[config.mk]
export PLATFORM = sky130hd
export DESIGN_NAME = bbp_front_flat
export DESIGN_NICKNAME = d
export VERILOG_FILES = /design/src/sv/bbp_pkg.sv /design/src/sv/bbp_if.sv /design/src/sv/bbp_front.sv /design/src/flat_wrapper.sv
export SDC_FILE = /design/constraint.sdc
export NUM_CORES = 1
export LEC_CHECK = 0
export ABC_AREA = 1
export BUFFER_PORTS_ARGS = -buffer_cell sky130_fd_sc_hd__buf_2
export CAP_MARGIN = 10
export CORE_ASPECT_RATIO = 0.8
export CORE_UTILIZATION = 49
export CTS_BUF_LIST = sky130_fd_sc_hd__clkbuf_4 sky130_fd_sc_hd__clkbuf_8
export DETAILED_ROUTE_END_ITERATION = 7
export GPL_TIMING_DRIVEN = 0
export PLACE_DENSITY = 0.81
export SETUP_SLACK_MARGIN = 0.05
export SKIP_LAST_GASP = 1
export SYNTH_ARGS = -nofsm -noshare
export SYNTH_HDL_FRONTEND = slang
export SYNTH_SLANG_ARGS = --single-unit
[constraint.sdc]
create_clock -name clk -period 8.1 [get_ports clk]
set_input_delay 1.62 -clock clk [delete_from_list [all_inputs] [get_ports clk]]
set_output_delay 1.62 -clock clk [all_outputs]
set_load 0.005 [all_outputs]
[src/sv/bbp_pkg.sv]
// bbp_pkg: shared constants, command codes and the queue head control struct
// for the bicubic bezier patch evaluator; no dependencies
`default_nettype none
package bbp_pkg;

  localparam int COORD_WIDTH_DEF     = 32;
  localparam int PARAM_FRAC_BITS_DEF = 16;

  // command codes carried in the cmd field
  localparam logic CMD_LOAD = 1'b0;
  localparam logic CMD_EVAL = 1'b1;

  localparam int GRID_DIM    = 4;
  localparam int GRID_POINTS = GRID_DIM * GRID_DIM;
  localparam int GRID_IDX_W  = 4;
  localparam int NUM_AXES    = 3;

  // command queue between front and back
  localparam int QUEUE_DEPTH = 2;
  localparam int QPTR_W      = 1;
  localparam int QCNT_W      = 2;

  // one interpolation step: difference, partial products, sum
  localparam int LERP_LAT    = 3;
  // three steps along u, three along v
  localparam int NUM_LEVELS  = 6;

  typedef struct packed {
    logic                  valid;
    logic                  eval;
    logic [GRID_IDX_W-1:0] idx;
  } head_ctl_t;

endpackage
`default_nettype wire

[src/sv/bbp_if.sv]
// bbp_in_if and bbp_out_if: valid/ready channels of the patch evaluator
// depends on bbp_pkg for the default widths
`default_nettype none
interface bbp_in_if import bbp_pkg::*; #(
  parameter int COORD_WIDTH     = COORD_WIDTH_DEF,
  parameter int PARAM_FRAC_BITS = PARAM_FRAC_BITS_DEF
);
  logic                          valid;
  logic                          ready;
  logic                          cmd;
  logic [1:0]                    grid_row;
  logic [1:0]                    grid_col;
  logic signed [COORD_WIDTH-1:0] point_x;
  logic signed [COORD_WIDTH-1:0] point_y;
  logic signed [COORD_WIDTH-1:0] point_z;
  logic [PARAM_FRAC_BITS:0]      param_u;
  logic [PARAM_FRAC_BITS:0]      param_v;

  modport source (output valid, cmd, grid_row, grid_col, point_x, point_y, point_z,
                  param_u, param_v, input ready);
  modport sink   (input valid, cmd, grid_row, grid_col, point_x, point_y, point_z,
                  param_u, param_v, output ready);
endinterface

`default_nettype wire

[src/sv/bbp_front.sv]
// bbp_front: accepts transactions, saturates u and v, decodes the grid index
// and queues the commands; depends on bbp_pkg and bbp_in_if
`default_nettype none
module bbp_front import bbp_pkg::*; #(
  parameter int COORD_WIDTH     = COORD_WIDTH_DEF,
  parameter int PARAM_FRAC_BITS = PARAM_FRAC_BITS_DEF
) (
  input  wire logic                          clk,
  input  wire logic                          rst_n,
  bbp_in_if.sink                             in_ch,
  input  wire logic                          hd_pop,
  output head_ctl_t                          hd_ctl,
  output logic signed [COORD_WIDTH-1:0]      hd_x,
  output logic signed [COORD_WIDTH-1:0]      hd_y,
  output logic signed [COORD_WIDTH-1:0]      hd_z,
  output logic [PARAM_FRAC_BITS:0]           hd_u,
  output logic [PARAM_FRAC_BITS:0]           hd_v
);

  localparam logic [PARAM_FRAC_BITS:0] T_ONE = {1'b1, {PARAM_FRAC_BITS{1'b0}}};

  logic                          q_eval_r [QUEUE_DEPTH];
  logic [GRID_IDX_W-1:0]         q_idx_r  [QUEUE_DEPTH];
  logic signed [COORD_WIDTH-1:0] q_x_r    [QUEUE_DEPTH];
  logic signed [COORD_WIDTH-1:0] q_y_r    [QUEUE_DEPTH];
  logic signed [COORD_WIDTH-1:0] q_z_r    [QUEUE_DEPTH];
  logic [PARAM_FRAC_BITS:0]      q_u_r    [QUEUE_DEPTH];
  logic [PARAM_FRAC_BITS:0]      q_v_r    [QUEUE_DEPTH];
  logic [QPTR_W-1:0]             wr_ptr_r, wr_ptr_nxt;
  logic [QPTR_W-1:0]             rd_ptr_r, rd_ptr_nxt;
  logic [QCNT_W-1:0]             cnt_r, cnt_nxt;
  logic                          push;
  logic [PARAM_FRAC_BITS:0]      u_sat, v_sat;

  assign in_ch.ready = (cnt_r != QCNT_W'(QUEUE_DEPTH));
  assign push        = in_ch.valid && in_ch.ready;

  // anything above 1.0 clamps to exactly 1.0
  assign u_sat = in_ch.param_u[PARAM_FRAC_BITS] ? T_ONE : in_ch.param_u;
  assign v_sat = in_ch.param_v[PARAM_FRAC_BITS] ? T_ONE : in_ch.param_v;

  always_comb begin
    wr_ptr_nxt = push ? wr_ptr_r + 1'b1 : wr_ptr_r;
    rd_ptr_nxt = hd_pop ? rd_ptr_r + 1'b1 : rd_ptr_r;
    cnt_nxt    = cnt_r + QCNT_W'(push) - QCNT_W'(hd_pop);
  end

  always_ff @(posedge clk) begin
    if (!rst_n) begin
      wr_ptr_r <= '0;
      rd_ptr_r <= '0;
      cnt_r    <= '0;
    end else begin
      wr_ptr_r <= wr_ptr_nxt;
      rd_ptr_r <= rd_ptr_nxt;
      cnt_r    <= cnt_nxt;
    end
  end

  always_ff @(posedge clk) begin
    if (push) begin
      q_eval_r[wr_ptr_r] <= (in_ch.cmd == CMD_EVAL);
      q_idx_r[wr_ptr_r]  <= {in_ch.grid_row, in_ch.grid_col};
      q_x_r[wr_ptr_r]    <= in_ch.point_x;
      q_y_r[wr_ptr_r]    <= in_ch.point_y;
      q_z_r[wr_ptr_r]    <= in_ch.point_z;
      q_u_r[wr_ptr_r]    <= u_sat;
      q_v_r[wr_ptr_r]    <= v_sat;
    end
  end

  always_comb begin
    hd_ctl.valid = (cnt_r != '0);
    hd_ctl.eval  = q_eval_r[rd_ptr_r];
    hd_ctl.idx   = q_idx_r[rd_ptr_r];
    hd_x         = q_x_r[rd_ptr_r];
    hd_y         = q_y_r[rd_ptr_r];
    hd_z         = q_z_r[rd_ptr_r];
    hd_u         = q_u_r[rd_ptr_r];
    hd_v         = q_v_r[rd_ptr_r];
  end

endmodule
`default_nettype wire

[src/flat_wrapper.sv]
// flat-port wrapper written by rule: the top's interface ports become plain ports
module bbp_front_flat import bbp_pkg::*;
#(
  parameter int COORD_WIDTH     = COORD_WIDTH_DEF,
  parameter int PARAM_FRAC_BITS = PARAM_FRAC_BITS_DEF
)
  (clk, rst_n, hd_pop, hd_ctl, hd_x, hd_y, hd_z, hd_u, hd_v, in_ch_valid, in_ch_cmd, in_ch_grid_row, in_ch_grid_col, in_ch_point_x, in_ch_point_y, in_ch_point_z, in_ch_param_u, in_ch_param_v, in_ch_ready);
  bbp_in_if #(.COORD_WIDTH(COORD_WIDTH), .PARAM_FRAC_BITS(PARAM_FRAC_BITS)) in_ch_i ();
  input  wire logic clk;
  input  wire logic rst_n;
  input  wire logic hd_pop;
  output head_ctl_t hd_ctl;
  output logic signed [COORD_WIDTH-1:0] hd_x;
  output logic signed [COORD_WIDTH-1:0] hd_y;
  output logic signed [COORD_WIDTH-1:0] hd_z;
  output logic [PARAM_FRAC_BITS:0] hd_u;
  output logic [PARAM_FRAC_BITS:0] hd_v;
  input wire logic [$bits(in_ch_i.valid)-1:0] in_ch_valid;
  input wire logic [$bits(in_ch_i.cmd)-1:0] in_ch_cmd;
  input wire logic [$bits(in_ch_i.grid_row)-1:0] in_ch_grid_row;
  input wire logic [$bits(in_ch_i.grid_col)-1:0] in_ch_grid_col;
  input wire logic [$bits(in_ch_i.point_x)-1:0] in_ch_point_x;
  input wire logic [$bits(in_ch_i.point_y)-1:0] in_ch_point_y;
  input wire logic [$bits(in_ch_i.point_z)-1:0] in_ch_point_z;
  input wire logic [$bits(in_ch_i.param_u)-1:0] in_ch_param_u;
  input wire logic [$bits(in_ch_i.param_v)-1:0] in_ch_param_v;
  output wire logic [$bits(in_ch_i.ready)-1:0] in_ch_ready;
  assign in_ch_i.valid = in_ch_valid;
  assign in_ch_i.cmd = in_ch_cmd;
  assign in_ch_i.grid_row = in_ch_grid_row;
  assign in_ch_i.grid_col = in_ch_grid_col;
  assign in_ch_i.point_x = in_ch_point_x;
  assign in_ch_i.point_y = in_ch_point_y;
  assign in_ch_i.point_z = in_ch_point_z;
  assign in_ch_i.param_u = in_ch_param_u;
  assign in_ch_i.param_v = in_ch_param_v;
  assign in_ch_ready = in_ch_i.ready;
  bbp_front #(.COORD_WIDTH(COORD_WIDTH), .PARAM_FRAC_BITS(PARAM_FRAC_BITS)) u_core (.clk(clk), .rst_n(rst_n), .in_ch(in_ch_i), .hd_pop(hd_pop), .hd_ctl(hd_ctl), .hd_x(hd_x), .hd_y(hd_y), .hd_z(hd_z), .hd_u(hd_u), .hd_v(hd_v));
endmodule
Yosys cells after proc, flatten, opt, wreduce, memory -nomap -nowiden --
Memory sizes are Yosys's and may differ from the RTL's. A register that Yosys moved wholly into a read port is not among the register bits. Cells that the tools add are included.
Storage, ports and cells: flip-flop bits (word level) 4, RAM bits 270, input bits 139, output and inout bits 137, logic and storage cells 35, memories 7
Cells by class: add/subtract/negate cells 4, equal/unequal tests 1, muxes and demuxes 18, reductions and logical operators 2
Memories:
- u_core.q_x_r | depth 2, width 32, read ports 1, clocked after Yosys merged registers in 1, wr ports 1, line bbp_front.sv:24 | logic signed [COORD_WIDTH-1:0] q_x_r [QUEUE_DEPTH];
- u_core.q_y_r | depth 2, width 32, read ports 1, clocked after Yosys merged registers in 1, wr ports 1, line bbp_front.sv:25 | logic signed [COORD_WIDTH-1:0] q_y_r [QUEUE_DEPTH];
- u_core.q_z_r | depth 2, width 32, read ports 1, clocked after Yosys merged registers in 1, wr ports 1, line bbp_front.sv:26 | logic signed [COORD_WIDTH-1:0] q_z_r [QUEUE_DEPTH];
- u_core.q_u_r | depth 2, width 17, read ports 1, clocked after Yosys merged registers in 1, wr ports 1, line bbp_front.sv:27 | logic [PARAM_FRAC_BITS:0] q_u_r [QUEUE_DEPTH];
- u_core.q_v_r | depth 2, width 17, read ports 1, clocked after Yosys merged registers in 1, wr ports 1, line bbp_front.sv:28 | logic [PARAM_FRAC_BITS:0] q_v_r [QUEUE_DEPTH];
- u_core.q_idx_r | depth 2, width 4, read ports 1, clocked after Yosys merged registers in 1, wr ports 1, line bbp_front.sv:23 | logic [GRID_IDX_W-1:0] q_idx_r [QUEUE_DEPTH];
- 1 more memories
Operators with widths (count):
- 2-to-1 mux 17 bit | 2
- 2-to-1 mux 1 bit | 16
- adder 1 bit, second input constant | 2
- adder 2 x 1 -> 2 bit | 1
- inequality test 2 bit, second input constant | 1
- nonzero test 2 bit | 1
- subtractor 2 x 1 -> 2 bit | 1
- logical AND 1 bit | 1

Logic depth before layout (Yosys ltp) --
Gate-level depths: netlist of the first run.
word-level depth 4, depth in mapped cells 7, depth with buffers taken out 7

Worst setup path after synthesis of the first run --
No wires, ideal clock.
kind input to register, from in in_ch_valid, to mem u_core.q_eval_r[0] (enable), setup time 631 ps, arrival time 7307 ps, data required time 7469 ps, slack 162 ps, stages 2, path buffers 0, path through nand2_1 -> nor2_1
On the way: longest elaborated chain between the ends 3
Ends and longest elaborated chain:
- start, declared | line flat_wrapper.sv:18 | input wire logic [$bits(in_ch_i.valid)-1:0] in_ch_valid;
- logical AND 1 bit | line bbp_front.sv:36 | assign push = in_ch.valid && in_ch.ready;
- 2-to-1 mux 1 bit | line bbp_front.sv:61 | if (push) begin
- 2-to-1 mux 1 bit (not written as such) | line bbp_front.sv:62 | q_eval_r[wr_ptr_r] <= (in_ch.cmd == CMD_EVAL);
- end, declared | line bbp_front.sv:22 | logic q_eval_r [QUEUE_DEPTH];
No other way between the ends.

==> run metrics, run 1 <==
status complete, no violations; HPWL after detailed placement 13490 um; HP Class reg -> reg; LEAKAGE 5.223 nW; footprint of the multi-input gates 1937 um^2; hold path startpoint u_core.rd_ptr_r$_SDFFE_PN0P_; Routability Congestion 0.7438; # diodes 0; final setup violation count 0; FMAX 0.2883 GHz; Peak VDD IR 0.1759 mV; drt drc 0; vias in the first global route 5760; Total GRT Usage 17.88%; Die Y 132.3 um; CTS tree yes; H-tree Lvls 2; Async SR Flop Fraction 0%; worst reg2reg path depth 7; die area 21830 um^2; WS Path Type reg -> out; Worst Skew 0.02186 ns; grt ovf 0; post-synthesis cell area 10410 um^2; Max-slew headroom 54.94%; Netlist cell types 15; FF+latch count, synth 275; total number of vias 5560; Rows 47; drt first pass iters 4; first-pass GRT wire length 29660 um; largest net degree at the start of global routing 70; FF/Latch Area 8208 um^2; Synth Flop Type edfxtp_1; clock buffer depth 3; critical path arrival 1.85 ns; Initial Util 50.13%; most common cell after layout, fill and taps aside buf_2; Worst-Skew Late Latency 0.52 ns; cells after synthesis 519; Root Driver clkbuf_8; worst reg2reg setup slack 5.95 ns; share of cells above drive strength 1 56.91%; Final #Nets 985; Hold Buf Count CTS 0; final hold viol count 0; Worst R2R Start u_core.cnt_r[0]$_SDFF_PN0_; number of clock sinks 275; io pins 276; clock-pin transition on the worst setup and hold timing paths 0.06 ns; die width 164.9 um; postcts setup bufs 0; max-slew violation count 0; Placeable Area 20760 um^2; hold path cells 2; reg2reg end u_core.q_v_r[1][13]$_DFFE_PP_; fin crit share 42.82%; Worst setup SP type register; Inst Count DP 1069; synth warn 0; Max Cap Viol 0; antenna viol nets, final 0; FILL cells 1503; Syn Nets 659; number of vias per cell 4.860; sequential share of the synthesized area 78.87%; number of synthesized flops with an enable pin 270; syn avg cell area 20.05 um^2; post-layout min period 3.469 ns; initial antenna violation count 0; P per Cell Area 245.7 nW/um^2; PostCTS Resize Cnt 0; Total Routed Length 19930 um; Least-Margin Pin Slew 0.6760 ns; Final Instance Count excl. Fillers 1144; Wirelength per Cell 17.42 um; Max FO, Critical Path 10; most frequent cells in the layout 283 x buf_2, 270 x edfxtp_1, 85 x mux2_2; I/O Buffers 275; Starting DRT DRC Count 281; RSZ-0062 raised after global routing no; Crit. End Element output port; area delta synth->final 25.35%; final hold slack 0.5249 ns; CP Data Required Time 6.48 ns; TritonCTS buffer count 43
[report_power, final]
group / internal (mW) / switching (mW) / total [mW]
Combinational: 0.208 / 0.206 / 0.414
Clock: 0.555 / 0.495 / 1.05
Sequential: 1.71 / 0.0289 / 1.74
[layer usage]
layer	vias to the layer above	GRT usage, %	wire length (um)
li1	2608	-	-
met1	2673	20.75	7795
met2	245	29.69	9613
met3	34	7.896	2140
met4	0	5.556	381
met5	-	0	0
[flip-flops by register name, indices dropped and copies added, names as in the netlist, named ones only]
register / flops
u_core.q_eval_r: 2
u_core.rd_ptr_r: 1
u_core.q_v_r: 34
u_core.q_z_r: 64
u_core.wr_ptr_r: 1
u_core.cnt_r: 2
u_core.q_y_r: 64
u_core.q_idx_r: 8
u_core.q_u_r: 34
u_core.q_x_r: 64
[metrics by stage]
stage          setup WS [ns]  power, mW  area (um^2)  utilization, %  TNS, ns
6_report               4.631      3.205        13040           62.84        0
5_1_grt                4.530      3.339        13040           62.84        0
4_1_cts                4.556      3.243        13040           62.84        0
3_5_place_dp           4.709      2.190        12270           59.09        0
3_3_place_gp          -2.851      2.187        12120           58.38  -383.28
2_1_floorplan         0.1624      2.003        10410               -        0
[cells in the mapped netlist, types with 4 or more instances]
| library cell | n | area, um^2 |
|---|---|---|
| inv_1 | 36 | 135.1 |
| mux2_4 | 50 | 750.7 |
| buf_6 | 7 | 78.83 |
| buf_2 | 8 | 40.04 |
| nand2_1 | 9 | 33.78 |
| mux2_2 | 85 | 957.2 |
| dfxtp_1 | 5 | 100.1 |
| nor2_1 | 40 | 150.1 |
| edfxtp_1 | 270 | 8108 |
| clkbuf_1 | 4 | 15.01 |
[final cells by class]
type | count | share of cell area, %
Buffer | 19 | 1.026
Clock buffer | 56 | 5.285
Tap cell | 269 | 2.580
Inverter | 36 | 1.074
Sequential cell | 275 | 62.93
Multi-Input combinational cell | 189 | 14.85
Clock inverter | 19 | 0.6715
Timing Repair Buffer | 281 | 11.59
[logic make-up (layout without fill, tap and decap cells)]
family,count (synthesis),count (layout),share of synthesized area [%]
flip-flops,275,275,78.87
XOR/XNOR,1,1,0.08418
AND/OR/NAND/NOR,51,51,1.876
buffers and inverters,55,411,2.585
AO/OA/AOI/OAI,1,1,0.04805
multiplexers,135,135,16.41
adder cells (fa/ha/maj),1,1,0.1202
[worst max path at each step]
stage | startpoint | end | slack [ns]
3_5_place_dp | in_ch_valid | u_core.q_v_r[1][11]$_DFFE_PP_ | 4.71
2_1_floorplan | in_ch_valid | u_core.q_eval_r[0]$_DFFE_PP_ | 0.16
3_3_place_gp | in_ch_valid | u_core.q_y_r[0][31]$_DFFE_PP_ | -2.85
6_report | register | hd_x[20] | 4.63
4_1_cts | register | hd_x[20] | 4.56
5_1_grt | register | hd_x[20] | 4.53
[critical path, stage by stage (launching register included)]
cell and delay, ns:
dfxtp_1 0.32, buf_6 0.15, buf_6 0.19, buf_6 0.21, mux2_4 0.31, buf_2 0.14
(Power assumes the default switching activity.)
==> run 2: changes to the inputs <==
--- a/config.mk
+++ b/config.mk
@@ -5,7 +5,7 @@
 export SDC_FILE = /design/constraint.sdc
 export NUM_CORES = 1
 export LEC_CHECK = 0
-export ABC_AREA = 1
+export ABC_AREA = 0
 export BUFFER_PORTS_ARGS = -buffer_cell sky130_fd_sc_hd__buf_2
 export CAP_MARGIN = 10
 export CORE_ASPECT_RATIO = 0.8
==> constraint.sdc (replaced) <==
create_clock -name clk -period 3.1 [get_ports clk]
set_input_delay 0.62 -clock clk [delete_from_list [all_inputs] [get_ports clk]]
set_output_delay 0.62 -clock clk [all_outputs]
set_load 0.005 [all_outputs]
==> run metrics, run 2 <==
status complete, no violations; WS Path Type reg -> out; FMAX 0.4030 GHz; Starting DRT DRC Count 295 (+5.0%); pre-CTS setup slack 0.8777 ns (-3.831 ns); clock-pin transition on the worst setup and hold timing paths 0.06 ns (about the same); Worst-Skew Late Latency 0.54 ns (+0.02 ns); post-synthesis cell area 10390 um^2 (-0.19%); total number of vias 5413 (-2.6%); RSZ-0062 raised after global routing no; Worst Skew 0.01855 ns (-0.003310 ns); Total GRT Usage 17.49% (-0.39 points); top post-synthesis cells by area edfxtp_1 78%, mux2_2 9.2%, mux2_4 7.2%; area delta synth->final 25.53%; initial antenna violation count 4 (+4); Hold Buf Count CTS 0 (unchanged); number of synthesized flops with an enable pin 270 (unchanged); Synth top area share 78.06% (+0.15 points); CTS tree yes; Peak VDD IR 0.5162 mV (+190%); TritonCTS buffer count 42 (-2.3%); io pins 276 (unchanged); drt first pass iters 4 (unchanged); postcts setup bufs 0 (unchanged); total power 8.432 mW (+160%); die width 164.8 um (about the same); top cells by count, synth 270 x edfxtp_1, 85 x mux2_2, 50 x mux2_4, 33 x nor2b_1, 8 x buf_2; Synth area leader edfxtp_1; FF+latch count, synth 275 (unchanged); cell with the most instances after synthesis edfxtp_1; fin crit share 80.05%; Worst setup SP type register; first-pass GRT wire length 28820 um (-2.8%); antenna viol nets, final 0 (unchanged); critical path arrival 1.86 ns (about the same); Max Cap Viol 0 (unchanged); I/O Buffers 275 (unchanged); Initial Util 50.03% (-0.096 points); die area 21790 um^2 (-0.19%); total length of routed met2 wires 9115 um (-5.2%); met3 WL 2089 um (-2.4%); vias in the first global route 5666 (-1.6%); number of clock sinks 275 (unchanged); Root Driver clkbuf_8; number of vias per cell 4.899 (+0.79%); Crit. End Element output port; cells after synthesis 480 (-7.5%); top flop regs u_core.q_x_r (64), u_core.q_y_r (64), u_core.q_z_r (64); HPWL after detailed placement 13140 um (-2.6%); max layer used met5; Placeable Area 20760 um^2 (unchanged); Die Y 132.2 um (about the same); CP Data Required Time 2.48 ns (-4.00 ns); Syn Nets 620 (-5.9%); synth warn 0 (unchanged); Least-Margin Pin Slew 0.6426 ns (-0.03336 ns); grt ovf 0 (unchanged); Final #Nets 944 (-4.2%); most common cell after layout, fill and taps aside buf_2; H-tree Lvls 2 (unchanged); PostCTS Resize Cnt 0 (unchanged); Async SR Flop Fraction 0% (unchanged); Total Routed Length 19390 um (-2.7%); Max-slew headroom 57.07% (+2.1 points); M1 wire length 7719 um (-0.97%); drt drc 0 (unchanged); Rows 47 (unchanged); clock buffer depth 3 (unchanged); HP Class in -> reg; Inst Count DP 1029 (-3.7%); worst setup margin 0.6185 ns (-4.013 ns); post-layout min period 2.481 ns; Synth Flop Type edfxtp_1; Netlist cell types 22 (+7); syn avg cell area 21.64 um^2 (+7.9%); sequential share of the synthesized area 79.03% (+0.15 points); final hold slack 0.2642 ns (-0.2607 ns); P per Cell Area 646.8 nW/um^2 (+160%); most frequent cells in the layout 283 x buf_2, 270 x edfxtp_1, 85 x mux2_2; final setup violation count 0 (unchanged); # diodes 0 (unchanged); Max FO, Critical Path 10 (unchanged); Final Instance Count excl. Fillers 1105 (-3.4%); final hold viol count 0 (unchanged); share of cells above drive strength 1 59.57% (+2.7 points); LEAKAGE 5.048 nW (-3.3%); Routability Congestion 0.7321 (-1.6%); max-slew violation count 0 (unchanged); largest net degree at the start of global routing 59 (-16%); Wirelength per Cell 17.55 um (+0.72%)
==> run 2: cell count changes after synthesis, moves of 2 or more <==
cell and change:
nor2b_1 +33, and2_1 +2, mux2i_1 +2, inv_1 -34, and3_1 +2, clkbuf_1 -2
nor2_1 -40, nand2_1 -7, nand2b_1 +2
==> run 2: worst max-delay path, cell delays in order, from the launching register on <==
cell and delay (ns):
dfxtp_1 0.32, buf_6 0.15, buf_6 0.19, buf_6 0.20, mux2_4 0.32, buf_2 0.13
==> run 2: logic make-up after synthesis <==
logic type	share of synthesized area, %
flops	79.03
mux	16.64
simple gates	2.554
buf+inv	1.289
compound gates	0.2891
xor+xnor	0.08434
fa+ha+maj	0.1204
==> run 2: cell type report <==
cell class / count / area [um^2]
buffer: 17 / 126.4
clock buffer: 58 / 698.2
clock inverter: 18 / 116.4
fill: 1475 / 7721
inverter: 2 / 11.26
multi-input combinational: 186 / 2049
sequential: 275 / 8208
tap: 269 / 336.6
timing repair buffer: 280 / 1491
==> run 2: layer usage <==
layer	global-route usage (%)	vias up
met3	7.329	46
li1	-	2536
met1	20.28	2583
met2	28.99	240
met5	0	-
met4	6.218	8
==> run 2: power by group <==
part	leakage, nW	internal, mW	total, mW	switching [mW]
sequential	2.57	4.42	4.49	0.0649
clock	0.433	1.55	2.86	1.31
combinational	2.05	0.562	1.08	0.520
total	5.05	6.54	8.43	1.89
==> run 2: metrics by stage <==
step / instance area, um^2 / utilization [%] / TNS, ns
floorplan: 10390 / - / -5.672
global placement: 12100 / 58.31 / -262.07
detailed placement: 12220 / 58.88 / 0
CTS: 13040 / 62.81 / 0
global route: 13040 / 62.81 / 0
finish: 13040 / 62.81 / 0
==> run 2: final timing paths <==
kind,startpoint,end,slack (ns),cells after the start
max,register,hd_v[12],0.62,5
max reg2reg,u_core.cnt_r[0]$_SDFF_PN0_,u_core.q_v_r[0][15]$_DFFE_PP_,1.09,4
min reg2reg,u_core.rd_ptr_r$_SDFFE_PN0P_,register,0.60,2
min,in_ch_point_z[20],u_core.q_z_r[0][20]$_DFFE_PP_,0.26,1
==> run 3: changes to the inputs <==
--- a/config.mk
+++ b/config.mk
@@ -9,11 +9,11 @@
 export BUFFER_PORTS_ARGS = -buffer_cell sky130_fd_sc_hd__buf_2
 export CAP_MARGIN = 10
 export CORE_ASPECT_RATIO = 0.8
-export CORE_UTILIZATION = 49
+export CORE_UTILIZATION = 54
 export CTS_BUF_LIST = sky130_fd_sc_hd__clkbuf_4 sky130_fd_sc_hd__clkbuf_8
 export DETAILED_ROUTE_END_ITERATION = 7
 export GPL_TIMING_DRIVEN = 0
-export PLACE_DENSITY = 0.81
+export PLACE_DENSITY = 0.85
 export SETUP_SLACK_MARGIN = 0.05
 export SKIP_LAST_GASP = 1
 export SYNTH_ARGS = -nofsm -noshare
==> constraint.sdc (replaced) <==
create_clock -name clk -period 2.5 [get_ports clk]
set_input_delay 0.5 -clock clk [delete_from_list [all_inputs] [get_ports clk]]
set_output_delay 0.5 -clock clk [all_outputs]
set_load 0.005 [all_outputs]
==> run metrics, run 3 (same netlist as run 2, synthesis figures left out) <==
status complete, no violations; share of cells above drive strength 1 60.02% (+0.45 points); io pins 276 (unchanged); post-layout min period 2.337 ns; RSZ-0062 raised after global routing no; area delta synth->final 24.92%; WS Path Type reg -> out; CP Data Required Time 2.00 ns (-0.48 ns); Wirelength per Cell 18.67 um (+6.4%); Max-slew headroom 34.81% (-22 points); LEAKAGE 5.028 nW (-0.39%); worst setup margin 0.1627 ns (-0.4558 ns); total number of vias 5458 (+0.83%); number of vias per cell 5.049 (+3.1%); most frequent cells in the layout 283 x buf_2, 270 x edfxtp_1, 85 x mux2_2; initial antenna violation count 1 (-3); Total Routed Length 20180 um (+4.1%); Hold Buf Count CTS 0 (unchanged); PostCTS Resize Cnt 0 (unchanged); Initial Util 56.15% (+6.1 points); Peak VDD IR 0.7831 mV (+52%); final hold viol count 0 (unchanged); H-tree Lvls 2 (unchanged); FILL cells 1151 (-22%); grt ovf 0 (unchanged); Crit. End Element output port; final hold slack 0.1758 ns (-0.08838 ns); FMAX 0.4278 GHz; postcts setup bufs 0 (unchanged); Routability Congestion 0.7465 (+2.0%); clock buffer depth 3 (unchanged); fin util 70.14% (+7.3 points); worst reg2reg path depth 3 (-1); CTS tree yes; most common cell after layout, fill and taps aside buf_2; final instance area 12970 um^2 (-0.48%); first-pass GRT wire length 30300 um (+5.1%); Worst R2R Start u_core.cnt_r[0]$_SDFF_PN0_; vias in the first global route 5937 (+4.8%); reg2reg end u_core.q_u_r[1][1]$_DFFE_PP_; largest net degree at the start of global routing 69 (+17%); Starting DRT DRC Count 220 (-25%); HPWL after detailed placement 13520 um (+2.9%); total power 10.40 mW (+23%); Final #Nets 943 (-0.11%); pre-CTS setup slack 0.2025 ns (-0.6752 ns); drt first pass iters 6 (+2); die area 19800 um^2 (-9.1%); Least-Margin Pin Slew 0.9779 ns (+0.3353 ns); worst reg2reg setup slack 0.34 ns (-0.75 ns); final setup violation count 0 (unchanged); Max Cap Viol 0 (unchanged); HP Class in -> reg; die width 157.1 um (-4.7%); Max FO, Critical Path 10 (unchanged); placed cell areas 12180 um^2 (-0.33%); number of clock sinks 275 (unchanged); Placeable Area 18500 um^2 (-11%); fin crit share 93.49%; clock-pin transition on the worst setup and hold timing paths 0.06 ns (about the same); Die Y 126.0 um (-4.7%); worst setup path endpoint hd_v[9]; Root Driver clkbuf_8; Worst Skew 0.01756 ns (-0.0009887 ns); drt drc 0 (unchanged); TritonCTS buffer count 42 (unchanged); critical path arrival 1.84 ns (-0.02 ns); max-slew violation count 0 (unchanged); Worst setup SP type register; Worst-Skew Late Latency 0.50 ns (-0.04 ns); top flop regs u_core.q_x_r (64), u_core.q_y_r (64), u_core.q_z_r (64); Rows 44 (-6.4%); I/O Buffers 275 (unchanged); P per Cell Area 801.3 nW/um^2 (+24%); # diodes 0 (unchanged); antenna viol nets, final 0 (unchanged); Total GRT Usage 20.09% (+2.6 points)
==> run 3: changes by cell type in the layout (fill, tap and decap cells not counted), sizes merged <==
cell,before,now
clkinv,14,9
clkbuf,60,62
buf,295,294
bufinv,1,0
inv,4,1
==> run 3: stage by stage <==
stage / std cells / TNS (ns)
after global placement: 1008 / -332.58
after floorplan: 480 / -87.28
final: 1081 / 0
after global routing: 1081 / 0
after CTS: 1081 / 0
after detailed placement: 1012 / 0
==> run 3: final cells by class <==
cell class	instances	area [um^2]	share of cell area (%)
timing repair buffer	279	1464	11.28
multi-input combinational	186	2057	15.85
sequential	275	8208	63.26
clock buffer	60	750.7	5.786
tap	253	316.6	2.440
inverter	2	11.26	0.08679
clock inverter	9	41.29	0.3182
buffer	17	126.4	0.9740
==> run 3: routing by layer <==
| layer | global-route usage, % | vias to the layer above | routed length [um] |
|---|---|---|---|
| met5 | 0 | - | 0 |
| met4 | 5.882 | 0 | 293 |
| met3 | 7.536 | 25 | 1962 |
| met2 | 35.53 | 245 | 10150 |
| met1 | 22.58 | 2659 | 7778 |
| li1 | - | 2529 | - |
==> run 3: worst min-delay path by stage <==
stage                                 start                       endpoint  slack, ns  depth (start not counted)
3_3_place_gp   u_core.rd_ptr_r$_SDFFE_PN0P_   u_core.rd_ptr_r$_SDFFE_PN0P_       0.57                          2
2_1_floorplan  u_core.rd_ptr_r$_SDFFE_PN0P_                       register       0.55                          2
3_5_place_dp   u_core.rd_ptr_r$_SDFFE_PN0P_   u_core.rd_ptr_r$_SDFFE_PN0P_       0.57                          2
4_1_cts                   in_ch_point_y[18]  u_core.q_y_r[0][18]$_DFFE_PP_       0.14                          1
5_1_grt                   in_ch_point_x[25]  u_core.q_x_r[0][25]$_DFFE_PP_       0.14                          1
6_report                  in_ch_point_y[17]  u_core.q_y_r[0][17]$_DFFE_PP_       0.18                          1
==> run 3: report_power, final <==
part           leakage [nW]  total (mW)  internal [mW]  switching [mW]
combinational          2.04        1.35          0.694           0.652
clock                 0.422        3.47           1.91            1.56
sequential             2.57        5.58           5.49          0.0893
total                  5.03        10.4           8.10            2.30
==> run 3: critical path, stage by stage, from the launching register on <==
cell     delay, ns
dfxtp_1       0.34
buf_6         0.15
buf_6         0.18
buf_6         0.20
mux2_4        0.33
buf_2         0.13
